## src/hdl/csp_fcds_pkg.sv

```systemverilog
package csp_fcds_pkg;

    // operation codes
    typedef enum logic [2:0] {
        OP_CLEAR   = 3'd0,
        OP_LOAD    = 3'd1,
        OP_CLIQUE  = 3'd2,
        OP_BIND    = 3'd3,
        OP_PUSH    = 3'd4,
        OP_RESTORE = 3'd5,
        OP_DISCARD = 3'd6,
        OP_QUERY   = 3'd7
    } opcode_t;

    // result status codes
    localparam logic [1:0] STAT_OK       = 2'd0;
    localparam logic [1:0] STAT_CONFLICT = 2'd1;
    localparam logic [1:0] STAT_FULL     = 2'd2;

    // controller states
    typedef enum logic [3:0] {
        S_IDLE,
        S_EXEC,
        S_BCHK,
        S_BWALK,
        S_CLIQUE,
        S_PUSH,
        S_RESTORE,
        S_RFIN,
        S_SCAN,
        S_DONE
    } fsm_state_t;

    // commands from controller to datapath
    typedef struct packed {
        logic capture;
        logic exec;
        logic bchk;
        logic bwalk;
        logic clique;
        logic push;
        logic rest_rd;
        logic rest_fin;
        logic scan;
        logic out_load;
    } cmd_t;

    // status from datapath to controller
    typedef struct packed {
        opcode_t op;
        logic    v_ok;
        logic    val_ok;
        logic    push_full;
        logic    stack_empty;
        logic    bind_walk;
        logic    walk_stop;
        logic    idx_last;
        logic    out_free;
    } stat_t;

endpackage

```

## src/hdl/csp_fcds_req_if.sv

```systemverilog
interface csp_fcds_req_if;
    logic        valid;
    logic        ready;
    logic [2:0]  opcode;
    logic [3:0]  var_index;
    logic [3:0]  value_index;
    logic [15:0] bit_mask;

    modport source (output valid, opcode, var_index, value_index, bit_mask, input ready);
    modport sink (input valid, opcode, var_index, value_index, bit_mask, output ready);
endinterface

```

## src/hdl/csp_fcds_rsp_if.sv

```systemverilog
interface csp_fcds_rsp_if;
    logic        valid;
    logic        ready;
    logic [1:0]  status;
    logic [15:0] domain_bits;
    logic [4:0]  domain_count;
    logic        is_tracked;
    logic        single_valued;
    logic        unit_found;
    logic [3:0]  unit_var;
    logic        branch_found;
    logic [3:0]  branch_var;
    logic [3:0]  stack_level;

    modport source (output valid, status, domain_bits, domain_count, is_tracked,
        single_valued, unit_found, unit_var, branch_found, branch_var, stack_level,
        input ready);
    modport sink (input valid, status, domain_bits, domain_count, is_tracked,
        single_valued, unit_found, unit_var, branch_found, branch_var, stack_level,
        output ready);
endinterface

```

## src/hdl/csp_fcds_ram.sv

```systemverilog
module csp_fcds_ram #(
    parameter int WIDTH = 16,
    parameter int DEPTH = 128,
    parameter int AW    = (DEPTH > 1) ? $clog2(DEPTH) : 1
) (
    input  logic             clk,
    input  logic             we,
    input  logic [AW-1:0]    waddr,
    input  logic [WIDTH-1:0] wdata,
    input  logic             re,
    input  logic [AW-1:0]    raddr,
    output logic [WIDTH-1:0] rdata
);
    logic [WIDTH-1:0] mem_reg [DEPTH];
    logic [WIDTH-1:0] rdata_reg;

    // write port
    always_ff @(posedge clk)
    begin
        if (we)
        begin
            mem_reg[waddr] <= wdata;
        end
    end

    // registered read port
    always_ff @(posedge clk)
    begin
        if (re)
        begin
            rdata_reg <= mem_reg[raddr];
        end
    end

    assign rdata = rdata_reg;
endmodule

```

## src/hdl/csp_fcds_ctrl.sv

```systemverilog
module csp_fcds_ctrl (
    input  logic                clk,
    input  logic                rst_n,
    input  logic                req_valid,
    output logic                req_ready,
    input  csp_fcds_pkg::stat_t stat,
    output csp_fcds_pkg::cmd_t  cmd
);
    import csp_fcds_pkg::*;

    fsm_state_t state_reg;
    fsm_state_t state_next;

    // state register
    always_ff @(posedge clk or negedge rst_n)
    begin
        if (!rst_n)
        begin
            state_reg <= S_IDLE;
        end
        else
        begin
            state_reg <= state_next;
        end
    end

    // next state
    always_comb
    begin
        state_next = state_reg;
        case (state_reg)
            S_IDLE:
            begin
                if (req_valid)
                begin
                    state_next = S_EXEC;
                end
            end
            S_EXEC:
            begin
                case (stat.op)
                    OP_BIND:    state_next = (stat.v_ok && stat.val_ok) ? S_BCHK : S_SCAN;
                    OP_CLIQUE:  state_next = S_CLIQUE;
                    OP_PUSH:    state_next = stat.push_full ? S_SCAN : S_PUSH;
                    OP_RESTORE: state_next = stat.stack_empty ? S_SCAN : S_RESTORE;
                    default:    state_next = S_SCAN;
                endcase
            end
            S_BCHK:    state_next = stat.bind_walk ? S_BWALK : S_SCAN;
            S_BWALK:
            begin
                if (stat.walk_stop || stat.idx_last)
                begin
                    state_next = S_SCAN;
                end
            end
            S_CLIQUE:
            begin
                if (stat.idx_last)
                begin
                    state_next = S_SCAN;
                end
            end
            S_PUSH:
            begin
                if (stat.idx_last)
                begin
                    state_next = S_SCAN;
                end
            end
            S_RESTORE:
            begin
                if (stat.idx_last)
                begin
                    state_next = S_RFIN;
                end
            end
            S_RFIN:    state_next = S_SCAN;
            S_SCAN:
            begin
                if (stat.idx_last)
                begin
                    state_next = S_DONE;
                end
            end
            S_DONE:
            begin
                if (stat.out_free)
                begin
                    state_next = S_IDLE;
                end
            end
            default:   state_next = S_IDLE;
        endcase
    end

    // commands
    always_comb
    begin
        cmd       = '0;
        req_ready = 1'b0;
        case (state_reg)
            S_IDLE:
            begin
                req_ready   = 1'b1;
                cmd.capture = req_valid;
            end
            S_EXEC:    cmd.exec     = 1'b1;
            S_BCHK:    cmd.bchk     = 1'b1;
            S_BWALK:   cmd.bwalk    = 1'b1;
            S_CLIQUE:  cmd.clique   = 1'b1;
            S_PUSH:    cmd.push     = 1'b1;
            S_RESTORE: cmd.rest_rd  = 1'b1;
            S_RFIN:    cmd.rest_fin = 1'b1;
            S_SCAN:    cmd.scan     = 1'b1;
            S_DONE:    cmd.out_load = stat.out_free;
            default:   cmd          = '0;
        endcase
    end
endmodule

```

## src/hdl/csp_fcds_datapath.sv

```systemverilog
module csp_fcds_datapath #(
    parameter int NUM_VARS    = 16,
    parameter int NUM_VALUES  = 16,
    parameter int STACK_DEPTH = 8
) (
    input  logic                clk,
    input  logic                rst_n,
    input  csp_fcds_pkg::cmd_t  cmd,
    output csp_fcds_pkg::stat_t stat,
    input  logic [2:0]          opcode,
    input  logic [3:0]          var_index,
    input  logic [3:0]          value_index,
    input  logic [15:0]         bit_mask,
    input  logic                rsp_ready,
    output logic                rsp_valid,
    output logic [1:0]          status,
    output logic [15:0]         domain_bits,
    output logic [4:0]          domain_count,
    output logic                is_tracked,
    output logic                single_valued,
    output logic                unit_found,
    output logic [3:0]          unit_var,
    output logic                branch_found,
    output logic [3:0]          branch_var,
    output logic [3:0]          stack_level
);
    import csp_fcds_pkg::*;

    localparam int IDX_W    = $clog2(NUM_VARS);
    localparam int DV_W     = NUM_VALUES;
    localparam int CNT_W    = $clog2(NUM_VALUES + 1);
    localparam int SP_W     = $clog2(STACK_DEPTH + 1);
    localparam int SD_DEPTH = STACK_DEPTH * NUM_VARS;
    localparam int SD_AW    = (SD_DEPTH > 1) ? $clog2(SD_DEPTH) : 1;
    localparam int FL_AW    = (STACK_DEPTH > 1) ? $clog2(STACK_DEPTH) : 1;

    function automatic logic [CNT_W-1:0] popcnt(input logic [DV_W-1:0] x);
        logic [CNT_W-1:0] n;
        n = '0;
        for (int k = 0; k < DV_W; k++)
        begin
            n = n + CNT_W'(x[k]);
        end
        return n;
    endfunction

    // store state
    logic [DV_W-1:0]     dom_reg [NUM_VARS];
    logic [NUM_VARS-1:0] nbr_reg [NUM_VARS];
    logic [NUM_VARS-1:0] tracked_reg;
    logic [NUM_VARS-1:0] bound_reg;
    logic [SP_W-1:0]     sp_reg;

    // per-item working registers
    opcode_t             op_reg;
    logic [3:0]          var_reg;
    logic [3:0]          val_reg;
    logic [15:0]         mask_reg;
    logic [IDX_W-1:0]    idx_reg;
    logic [NUM_VARS-1:0] vnbr_reg;
    logic [1:0]          status_reg;
    logic                rest_wr_reg;
    logic [IDX_W-1:0]    rest_idx_reg;
    logic                ufound_reg;
    logic [IDX_W-1:0]    uvar_reg;
    logic                bfound_reg;
    logic [IDX_W-1:0]    bvar_reg;
    logic [CNT_W-1:0]    best_reg;
    logic [DV_W-1:0]     cap_dom_reg;
    logic                cap_trk_reg;

    // output word
    logic                out_valid_reg;
    logic [1:0]          o_status_reg;
    logic [15:0]         o_dom_reg;
    logic [4:0]          o_cnt_reg;
    logic                o_trk_reg;
    logic                o_single_reg;
    logic                o_ufound_reg;
    logic [3:0]          o_uvar_reg;
    logic                o_bfound_reg;
    logic [3:0]          o_bvar_reg;
    logic [3:0]          o_level_reg;

    // decoded item fields
    logic                v_ok;
    logic                val_ok;
    logic [DV_W-1:0]     valbit;
    logic [NUM_VARS-1:0] clique_m;
    logic [NUM_VARS-1:0] self_bit;
    logic                idx_last;
    logic [DV_W-1:0]     cur_dom;
    logic                cur_trk;
    logic                cur_bnd;
    logic                cur_free;
    logic [CNT_W-1:0]    cur_cnt;
    logic [DV_W-1:0]     narrowed;
    logic                walk_hit;
    logic                walk_stop;
    logic [CNT_W-1:0]    cap_cnt;
    logic                out_free;

    assign v_ok     = int'(var_reg) < NUM_VARS;
    assign val_ok   = int'(val_reg) < NUM_VALUES;
    assign valbit   = DV_W'(1) << val_reg;
    assign clique_m = NUM_VARS'(mask_reg);
    assign self_bit = NUM_VARS'(1) << idx_reg;
    assign idx_last = idx_reg == IDX_W'(NUM_VARS - 1);
    assign cur_dom  = dom_reg[idx_reg];
    assign cur_trk  = tracked_reg[idx_reg];
    assign cur_bnd  = bound_reg[idx_reg];
    assign cur_free = cur_trk && !cur_bnd;
    assign cur_cnt  = popcnt(cur_dom);
    assign narrowed = cur_dom & ~valbit;
    assign walk_hit = vnbr_reg[idx_reg] && cur_free;
    assign walk_stop = walk_hit && (narrowed == '0);
    assign cap_cnt  = popcnt(cap_dom_reg);
    assign out_free = !out_valid_reg || rsp_ready;

    // snapshot memories
    logic [SD_AW-1:0]      sd_addr;
    logic [DV_W-1:0]       sd_rdata;
    logic [FL_AW-1:0]      fl_addr;
    logic [2*NUM_VARS-1:0] fl_rdata;

    assign sd_addr = SD_AW'(int'(sp_reg) * NUM_VARS + int'(idx_reg));
    assign fl_addr = FL_AW'(sp_reg);

    csp_fcds_ram #(
        .WIDTH (DV_W),
        .DEPTH (SD_DEPTH)
    ) u_sd_ram (
        .clk   (clk),
        .we    (cmd.push),
        .waddr (sd_addr),
        .wdata (cur_dom),
        .re    (cmd.rest_rd),
        .raddr (sd_addr),
        .rdata (sd_rdata)
    );

    csp_fcds_ram #(
        .WIDTH (2 * NUM_VARS),
        .DEPTH (STACK_DEPTH)
    ) u_fl_ram (
        .clk   (clk),
        .we    (cmd.push && idx_last),
        .waddr (fl_addr),
        .wdata ({tracked_reg, bound_reg}),
        .re    (cmd.rest_rd),
        .raddr (fl_addr),
        .rdata (fl_rdata)
    );

    // status to controller
    always_comb
    begin
        stat.op          = op_reg;
        stat.v_ok        = v_ok;
        stat.val_ok      = val_ok;
        stat.push_full   = int'(sp_reg) >= STACK_DEPTH;
        stat.stack_empty = sp_reg == '0;
        stat.bind_walk   = cur_trk && ((cur_dom & valbit) != '0);
        stat.walk_stop   = walk_stop;
        stat.idx_last    = idx_last;
        stat.out_free    = out_free;
    end

    // item capture and working registers
    always_ff @(posedge clk or negedge rst_n)
    begin
        if (!rst_n)
        begin
            op_reg       <= OP_QUERY;
            var_reg      <= '0;
            val_reg      <= '0;
            mask_reg     <= '0;
            idx_reg      <= '0;
            vnbr_reg     <= '0;
            status_reg   <= STAT_OK;
            rest_wr_reg  <= 1'b0;
            rest_idx_reg <= '0;
            ufound_reg   <= 1'b0;
            uvar_reg     <= '0;
            bfound_reg   <= 1'b0;
            bvar_reg     <= '0;
            best_reg     <= '0;
            cap_dom_reg  <= '0;
            cap_trk_reg  <= 1'b0;
        end
        else
        begin
            rest_wr_reg  <= cmd.rest_rd;
            rest_idx_reg <= idx_reg;
            if (cmd.capture)
            begin
                op_reg      <= opcode_t'(opcode);
                var_reg     <= var_index;
                val_reg     <= value_index;
                mask_reg    <= bit_mask;
                status_reg  <= STAT_OK;
                ufound_reg  <= 1'b0;
                uvar_reg    <= '0;
                bfound_reg  <= 1'b0;
                bvar_reg    <= '0;
                best_reg    <= '0;
                cap_dom_reg <= '0;
                cap_trk_reg <= 1'b0;
            end
            // item index: points at the bound variable first, else walks from zero
            if (cmd.exec)
            begin
                idx_reg <= (op_reg == OP_BIND) ? IDX_W'(var_reg) : '0;
                if (op_reg == OP_BIND && v_ok && !val_ok)
                begin
                    status_reg <= STAT_CONFLICT;
                end
                if (op_reg == OP_PUSH && int'(sp_reg) >= STACK_DEPTH)
                begin
                    status_reg <= STAT_FULL;
                end
            end
            else if (cmd.bchk || cmd.rest_fin)
            begin
                idx_reg <= '0;
            end
            else if (cmd.bwalk || cmd.clique || cmd.push || cmd.rest_rd || cmd.scan)
            begin
                idx_reg <= (idx_last || (cmd.bwalk && walk_stop)) ? '0 : idx_reg + 1'b1;
            end
            // bind check on the addressed variable
            if (cmd.bchk)
            begin
                vnbr_reg <= nbr_reg[idx_reg];
                if (cur_trk && (cur_dom & valbit) == '0)
                begin
                    status_reg <= STAT_CONFLICT;
                end
            end
            if (cmd.bwalk && walk_stop)
            begin
                status_reg <= STAT_CONFLICT;
            end
            // candidate scan, lowest index wins ties
            if (cmd.scan)
            begin
                if (cur_free && cur_cnt == CNT_W'(1) && !ufound_reg)
                begin
                    ufound_reg <= 1'b1;
                    uvar_reg   <= idx_reg;
                end
                if (cur_free && cur_cnt > CNT_W'(1) && (!bfound_reg || cur_cnt < best_reg))
                begin
                    bfound_reg <= 1'b1;
                    bvar_reg   <= idx_reg;
                    best_reg   <= cur_cnt;
                end
                if (v_ok && int'(idx_reg) == int'(var_reg))
                begin
                    cap_dom_reg <= cur_dom;
                    cap_trk_reg <= cur_trk;
                end
            end
        end
    end

    // domain store, flags and stack pointer
    always_ff @(posedge clk or negedge rst_n)
    begin
        if (!rst_n)
        begin
            for (int i = 0; i < NUM_VARS; i++)
            begin
                dom_reg[i] <= '0;
                nbr_reg[i] <= '0;
            end
            tracked_reg <= '0;
            bound_reg   <= '0;
            sp_reg      <= '0;
        end
        else
        begin
            if (cmd.exec)
            begin
                case (op_reg)
                    OP_CLEAR:
                    begin
                        for (int i = 0; i < NUM_VARS; i++)
                        begin
                            dom_reg[i] <= '0;
                            nbr_reg[i] <= '0;
                        end
                        tracked_reg <= '0;
                        bound_reg   <= '0;
                        sp_reg      <= '0;
                    end
                    OP_LOAD:
                    begin
                        if (v_ok)
                        begin
                            dom_reg[IDX_W'(var_reg)]     <= DV_W'(mask_reg);
                            tracked_reg[IDX_W'(var_reg)] <= 1'b1;
                        end
                    end
                    OP_RESTORE, OP_DISCARD:
                    begin
                        if (sp_reg != '0)
                        begin
                            sp_reg <= sp_reg - 1'b1;
                        end
                    end
                    default:
                    begin
                    end
                endcase
            end
            // bind on the addressed variable
            if (cmd.bchk)
            begin
                if (!cur_trk)
                begin
                    dom_reg[idx_reg]     <= valbit;
                    tracked_reg[idx_reg] <= 1'b1;
                    bound_reg[idx_reg]   <= 1'b1;
                end
                else if ((cur_dom & valbit) != '0)
                begin
                    dom_reg[idx_reg]   <= valbit;
                    bound_reg[idx_reg] <= 1'b1;
                end
            end
            // neighbor narrowing
            if (cmd.bwalk && walk_hit)
            begin
                dom_reg[idx_reg] <= narrowed;
            end
            // clique row update
            if (cmd.clique && clique_m[idx_reg])
            begin
                nbr_reg[idx_reg] <= nbr_reg[idx_reg] | (clique_m & ~self_bit);
            end
            if (cmd.push && idx_last)
            begin
                sp_reg <= sp_reg + 1'b1;
            end
            // restore write-back, in the cycle after the read
            if (rest_wr_reg)
            begin
                dom_reg[rest_idx_reg] <= sd_rdata;
            end
            if (cmd.rest_fin)
            begin
                tracked_reg <= fl_rdata[2*NUM_VARS-1:NUM_VARS];
                bound_reg   <= fl_rdata[NUM_VARS-1:0];
            end
        end
    end

    // output word register
    always_ff @(posedge clk or negedge rst_n)
    begin
        if (!rst_n)
        begin
            out_valid_reg <= 1'b0;
        end
        else if (cmd.out_load)
        begin
            out_valid_reg <= 1'b1;
        end
        else if (rsp_ready)
        begin
            out_valid_reg <= 1'b0;
        end
    end

    always_ff @(posedge clk)
    begin
        if (cmd.out_load)
        begin
            o_status_reg <= status_reg;
            o_dom_reg    <= 16'(cap_dom_reg);
            o_cnt_reg    <= 5'(cap_cnt);
            o_trk_reg    <= cap_trk_reg;
            o_single_reg <= cap_trk_reg && cap_cnt == CNT_W'(1);
            o_ufound_reg <= ufound_reg;
            o_uvar_reg   <= 4'(uvar_reg);
            o_bfound_reg <= bfound_reg;
            o_bvar_reg   <= 4'(bvar_reg);
            o_level_reg  <= 4'(sp_reg);
        end
    end

    assign rsp_valid     = out_valid_reg;
    assign status        = o_status_reg;
    assign domain_bits   = o_dom_reg;
    assign domain_count  = o_cnt_reg;
    assign is_tracked    = o_trk_reg;
    assign single_valued = o_single_reg;
    assign unit_found    = o_ufound_reg;
    assign unit_var      = o_uvar_reg;
    assign branch_found  = o_bfound_reg;
    assign branch_var    = o_bvar_reg;
    assign stack_level   = o_level_reg;
endmodule

```

## src/hdl/csp_forward_check_domain_store_unit.sv

```systemverilog
// every item passes execute, candidate scan and result states; bind adds a check and a neighbor walk
// clique and push add a pass over the variables, restore adds a read pass and a flag reload
// the neighbor walk, the snapshot copy and the candidate scan each visit one variable a cycle
// throughput: one item at a time, next item taken once the result enters the output register
// reset: asynchronous active low, empties all domains, flags, neighbors and the stack
module csp_forward_check_domain_store_unit #(
    parameter int NUM_VARS    = 16,
    parameter int NUM_VALUES  = 16,
    parameter int STACK_DEPTH = 8
) (
    input logic          clk,
    input logic          rst_n,
    csp_fcds_req_if.sink   req,
    csp_fcds_rsp_if.source rsp
);
    import csp_fcds_pkg::*;

    cmd_t  cmd;
    stat_t stat;

    // sequencer
    csp_fcds_ctrl u_ctrl (
        .clk       (clk),
        .rst_n     (rst_n),
        .req_valid (req.valid),
        .req_ready (req.ready),
        .stat      (stat),
        .cmd       (cmd)
    );

    // store and result logic
    csp_fcds_datapath #(
        .NUM_VARS    (NUM_VARS),
        .NUM_VALUES  (NUM_VALUES),
        .STACK_DEPTH (STACK_DEPTH)
    ) u_datapath (
        .clk           (clk),
        .rst_n         (rst_n),
        .cmd           (cmd),
        .stat          (stat),
        .opcode        (req.opcode),
        .var_index     (req.var_index),
        .value_index   (req.value_index),
        .bit_mask      (req.bit_mask),
        .rsp_ready     (rsp.ready),
        .rsp_valid     (rsp.valid),
        .status        (rsp.status),
        .domain_bits   (rsp.domain_bits),
        .domain_count  (rsp.domain_count),
        .is_tracked    (rsp.is_tracked),
        .single_valued (rsp.single_valued),
        .unit_found    (rsp.unit_found),
        .unit_var      (rsp.unit_var),
        .branch_found  (rsp.branch_found),
        .branch_var    (rsp.branch_var),
        .stack_level   (rsp.stack_level)
    );
endmodule

```

## src/flat_wrapper.sv

```systemverilog
// flat-port wrapper written by rule: the top's interface ports become plain ports
module csp_forward_check_domain_store_unit_flat import csp_fcds_pkg::*;
#(
    parameter int NUM_VARS    = 16,
    parameter int NUM_VALUES  = 16,
    parameter int STACK_DEPTH = 8
)
  (clk, rst_n, req_valid, req_opcode, req_var_index, req_value_index, req_bit_mask, req_ready, rsp_valid, rsp_status, rsp_domain_bits, rsp_domain_count, rsp_is_tracked, rsp_single_valued, rsp_unit_found, rsp_unit_var, rsp_branch_found, rsp_branch_var, rsp_stack_level, rsp_ready);
  csp_fcds_req_if req_i ();
  csp_fcds_rsp_if rsp_i ();
  input logic clk;
  input logic rst_n;
  input wire logic [$bits(req_i.valid)-1:0] req_valid;
  input wire logic [$bits(req_i.opcode)-1:0] req_opcode;
  input wire logic [$bits(req_i.var_index)-1:0] req_var_index;
  input wire logic [$bits(req_i.value_index)-1:0] req_value_index;
  input wire logic [$bits(req_i.bit_mask)-1:0] req_bit_mask;
  output wire logic [$bits(req_i.ready)-1:0] req_ready;
  output wire logic [$bits(rsp_i.valid)-1:0] rsp_valid;
  output wire logic [$bits(rsp_i.status)-1:0] rsp_status;
  output wire logic [$bits(rsp_i.domain_bits)-1:0] rsp_domain_bits;
  output wire logic [$bits(rsp_i.domain_count)-1:0] rsp_domain_count;
  output wire logic [$bits(rsp_i.is_tracked)-1:0] rsp_is_tracked;
  output wire logic [$bits(rsp_i.single_valued)-1:0] rsp_single_valued;
  output wire logic [$bits(rsp_i.unit_found)-1:0] rsp_unit_found;
  output wire logic [$bits(rsp_i.unit_var)-1:0] rsp_unit_var;
  output wire logic [$bits(rsp_i.branch_found)-1:0] rsp_branch_found;
  output wire logic [$bits(rsp_i.branch_var)-1:0] rsp_branch_var;
  output wire logic [$bits(rsp_i.stack_level)-1:0] rsp_stack_level;
  input wire logic [$bits(rsp_i.ready)-1:0] rsp_ready;
  assign req_i.valid = req_valid;
  assign req_i.opcode = req_opcode;
  assign req_i.var_index = req_var_index;
  assign req_i.value_index = req_value_index;
  assign req_i.bit_mask = req_bit_mask;
  assign req_ready = req_i.ready;
  assign rsp_valid = rsp_i.valid;
  assign rsp_status = rsp_i.status;
  assign rsp_domain_bits = rsp_i.domain_bits;
  assign rsp_domain_count = rsp_i.domain_count;
  assign rsp_is_tracked = rsp_i.is_tracked;
  assign rsp_single_valued = rsp_i.single_valued;
  assign rsp_unit_found = rsp_i.unit_found;
  assign rsp_unit_var = rsp_i.unit_var;
  assign rsp_branch_found = rsp_i.branch_found;
  assign rsp_branch_var = rsp_i.branch_var;
  assign rsp_stack_level = rsp_i.stack_level;
  assign rsp_i.ready = rsp_ready;
  csp_forward_check_domain_store_unit #(.NUM_VARS(NUM_VARS), .NUM_VALUES(NUM_VALUES), .STACK_DEPTH(STACK_DEPTH)) u_core (.clk(clk), .rst_n(rst_n), .req(req_i), .rsp(rsp_i));
endmodule
```

## config.mk

```make
export PLATFORM = sky130hd
export DESIGN_NAME = csp_forward_check_domain_store_unit_flat
export DESIGN_NICKNAME = d
export VERILOG_FILES = /design/src/hdl/csp_fcds_pkg.sv /design/src/hdl/csp_fcds_req_if.sv /design/src/hdl/csp_fcds_rsp_if.sv /design/src/hdl/csp_fcds_ram.sv /design/src/hdl/csp_fcds_ctrl.sv /design/src/hdl/csp_fcds_datapath.sv /design/src/hdl/csp_forward_check_domain_store_unit.sv /design/src/flat_wrapper.sv
export SDC_FILE = /design/constraint.sdc
export NUM_CORES = 2
export LEC_CHECK = 0
export BUFFER_PORTS_ARGS = -buffer_cell sky130_fd_sc_hd__clkbuf_2
export CORE_ASPECT_RATIO = 1.75
export CORE_MARGIN = 2
export CORE_UTILIZATION = 45
export CTS_CLUSTER_SIZE = 14
export DETAILED_ROUTE_END_ITERATION = 6
export HOLD_SLACK_MARGIN = 0.06
export PLACE_DENSITY = 0.64
export SETUP_SLACK_MARGIN = 0.2
export SYNTH_ARGS = -nofsm -noshare
export SYNTH_HDL_FRONTEND = slang
export SYNTH_SLANG_ARGS = --single-unit
```

## constraint.sdc

```tcl
create_clock -name clk -period 25.1 [get_ports clk]
set_input_delay 3.765 -clock clk [delete_from_list [all_inputs] [get_ports clk]]
set_output_delay 3.765 -clock clk [all_outputs]
set_load 0.01 [all_outputs]
```

==> summary.txt <==
Layout
  • Area of the multi-input gates: 38200 µm²
  • Syn-to-layout area delta: 10.6%
  • Flip-flop count of the largest register after layout: 2048
  • # fillers: about 24000
  • Final Cell Area: between 100000 and 150000 µm²
  • Final nets: 9817
  • FF+latch area: 87800 µm²
  • Layout cells sized above 1: 0.116

Clock tree
  • Max H-tree Level: 5
  • Number of CTS-inserted buffers: 285
  • Clock transition at path regs: roughly 0.060 ns
  • Total clock sinks: just over 3000
  • CTS resizes: 0
  • CTS tree: done
  • Setup bufs post-CTS: 0
  • CTS root buf: clkbuf_16
  • Longest Clk Path Bufs: 4
  • Worst-Skew Late Latency: roughly 0.92 ns
  • CTS Hold Bufs: 0

Floorplan
  • Die H: 714 µm
  • Initial Util: 0.452
  • Die Wd: 410 µm
  • Placement row count: 260
  • Die ar.: 293000 µm²
  • Num ports: 72
  • Core area: 287000 µm²

Yosys
  • Synth area leader: edfxtp_1
  • Avg Cell Area, Syn: roughly 13 µm²
  • Cells after synthesis: slightly below 10000
  • Synthesis Warnings: 0
  • Main synth FF type: edfxtp_1
  • Most area-consuming cells after synthesis: edfxtp_1 55%, dfrtp_1 12%, a22oi_1 3.9%
  • Post-synth cell types: 87
  • EDFF count, synth: 2391
  • Synthesized area: about 130000 µm²
  • Async S/R FF share, synth: 0.211
  • Yosys reg bits: 3030
  • Syn Nets: 9924
  • Register area share after synthesis: 0.677
  • Post-synth top area share: 0.554

Detailed routing
  • Pre-Repair DR Iteration Count: 7
  • Wire length per cell: 35.9 µm
  • Number of DRC markers in iteration 0: around 12000
  • Drt via density: ~6.7
  • Final wirelength: 495 mm
  • Antenna Nets Post-Route: 0
  • DR vias: 92701
  • DRC errors left: 2

STA
  • Final worst path period need: 9.89 ns
  • RSZ-0062 raised after global routing: no
  • Fmax: 101 MHz
  • Worst hold slack: between 0.4 and 0.5 ns
  • Clk_skew: 0.0856 ns
  • Count of final setup violators: 0
  • Worst slew margin: -0.0361
  • Hold Vio Cnt, Final: 0
  • Setup TNS: 0 ns
  • Final Slew Violations: 2
  • Tcrit/Tclk final: 0.394
  • Slew of the pin with the lowest slew margin: 1.54 ns

Placed design
  • Routability congestion estimate: approximately 1
  • DP Area: between 100000 and 150000 µm²
  • I/O Buffers: around 70
  • Post-DP HPWL: 301 mm

Worst setup path
  • CP Data Required Time: 25.82 ns
  • Peak fanout along the critical path: 67
  • Critical Path AT: about 11 ns
  • CP endpoint kind: register
  • Worst Setup Path Type: reg -> reg
  • Crit start category: register

Power and ir drop
  • Power, Total: 19.0 mW
  • Peak VDD IR: 0.000417 V
  • Lkg Pwr: ~50 nW
  • PwrDens: 132 nW/µm²

Min path
  • Hold WC Path Type: reg -> reg

Run status
  • Status: finished with violations
  • Violated checks: DRC, capacitance limit, slew limit

GRT
  • GR Overflow Total: 0
  • Vias in the first global route: 90008
  • First-pass GRT wire length: 690 mm
  • Total GRT Usage: 0.331
  • Initial antenna violation count: 29
  • Largest net degree at the start of global routing: 224

Flow run
  • Max cap viols: 1
==> where the power goes <==
part	internal [mW]	switching [mW]
logic	2.16	5.47
clock network	2.31	1.89
registers	6.75	0.370
total	11.2	7.73
==> through the flow <==
stage	cells	utilization	setup WS, ns
final	13760	0.500	15.21
after global routing	13743	0.500	14.94
after CTS	13719	0.500	15.37
after detailed placement	13255	0.470	15.38
after global placement	13254	0.470	15.41
after floorplan	9851	-	15.11
==> synthesized netlist by cell type (all sizes together) (13+ instances only) <==
cell	count
edfxtp	2391
o21ai	1000
nand2	890
a22oi	670
dfrtp	636
nor2	605
clkbuf	604
mux2i	494
nand3	357
a21oi	350
o211ai	311
buf	267
a221oi	194
nand4	194
a22o	151
mux2	98
mux4	81
inv	66
a31oi	41
o22ai	30
nor3	29
a221o	27
a2bb2oi	25
and3	22
ha	22
fa	20
a211oi	19
nor2b	18
o2111ai	17
o2bb2ai	17
nand2b	15
a21boi	13
and2	13
==> placed cells by master, fill, tap and decap left out, drive strengths merged, types with 25 or more instances in the layout <==
cell	netlist	final
a21oi	350	350
a221o	27	27
a221oi	194	194
a22o	151	151
a22oi	670	670
a2bb2oi	25	25
a31oi	41	41
buf	267	407
clkbuf	604	457
clkinv	1	56
dfrtp	636	636
diode	0	40
edfxtp	2391	2391
inv	66	76
mux2	98	98
mux2i	494	494
mux4	81	81
nand2	890	890
nand3	357	357
nand4	194	194
nor2	605	605
nor3	29	29
o211ai	311	311
o21ai	1000	1000
o22ai	30	30
==> logic make-up after synthesis <==
group	after synthesis	synth area share
DFF	3030	0.677
AOI/OAI and AO/OA	2953	0.150
and+or+nand+nor	2205	0.0747
buffers and inverters	938	0.0315
muxes	673	0.0608
adders and majority gates	43	0.00529
xor gates and xnor gates	9	0.000608
==> critical path, cell delays in order, from the launching register on <==
cell and delay [ns]:
dfrtp_4 0.78, buf_4 0.70, buf_4 0.70, buf_4 0.70, nor2b_4 0.77, a221o_1 0.29
a221oi_2 0.06, nor2_4 0.14, buf_4 0.65, fa_1 0.54, inv_1 0.10, fa_1 0.46
fa_1 0.50, inv_1 0.06, fa_1 0.46, ha_1 0.23, fa_1 0.57, ha_1 0.24
a21o_1 0.17, a21oi_1 0.17, maj3_1 0.19, nor2b_1 0.04, o21ai_0 0.14, nand3_1 0.52
mux2i_1 0.27
==> final timing paths <==
check                      depth (start not counted)  slack (ns)                                      from                                       end
min in group asynchronous                          1        2.96                                     rst_n  u_core.u_datapath.nbr_reg[131]$_DFF_PN0_
hold / removal                                     0        0.47   u_core.u_datapath.uvar_reg[1]$_DFF_PN0_   u_core.u_datapath.unit_var[1]$_DFFE_PP_
hold reg to reg                                    0        0.47   u_core.u_datapath.uvar_reg[1]$_DFF_PN0_   u_core.u_datapath.unit_var[1]$_DFFE_PP_
max in group asynchronous                          5       17.94                                     rst_n  u_core.u_datapath.dom_reg[109]$_DFF_PN0_
setup reg to reg                                  24       15.21  u_core.u_datapath.idx_reg[1]$_DFFE_PN0P_   u_core.u_datapath.bvar_reg[3]$_DFF_PN0_
setup / recovery                                  24       15.21  u_core.u_datapath.idx_reg[1]$_DFFE_PN0P_   u_core.u_datapath.bvar_reg[3]$_DFF_PN0_
==> metal layers <==
layer | up-vias | share of wire | GRT usage
li1 | 37806 | - | -
met1 | 46789 | 0.34 | 0.378
met2 | 6228 | 0.47 | 0.534
met3 | 1868 | 0.089 | 0.0657
met4 | 10 | 0.10 | 0.281
met5 | - | 0.000097 | 0
==> area by class of cell <==
type,instances,share of cell area
clock inverters,77,0.00508
multi-input cells,5883,0.266
inverters,67,0.00181
repair buffers,477,0.0253
clock buffers,387,0.0551
diodes,40,0.000698
flip-flops and latches,3030,0.612
well taps,3799,0.0331
Note: power is estimated with default switching activity, not from simulation.
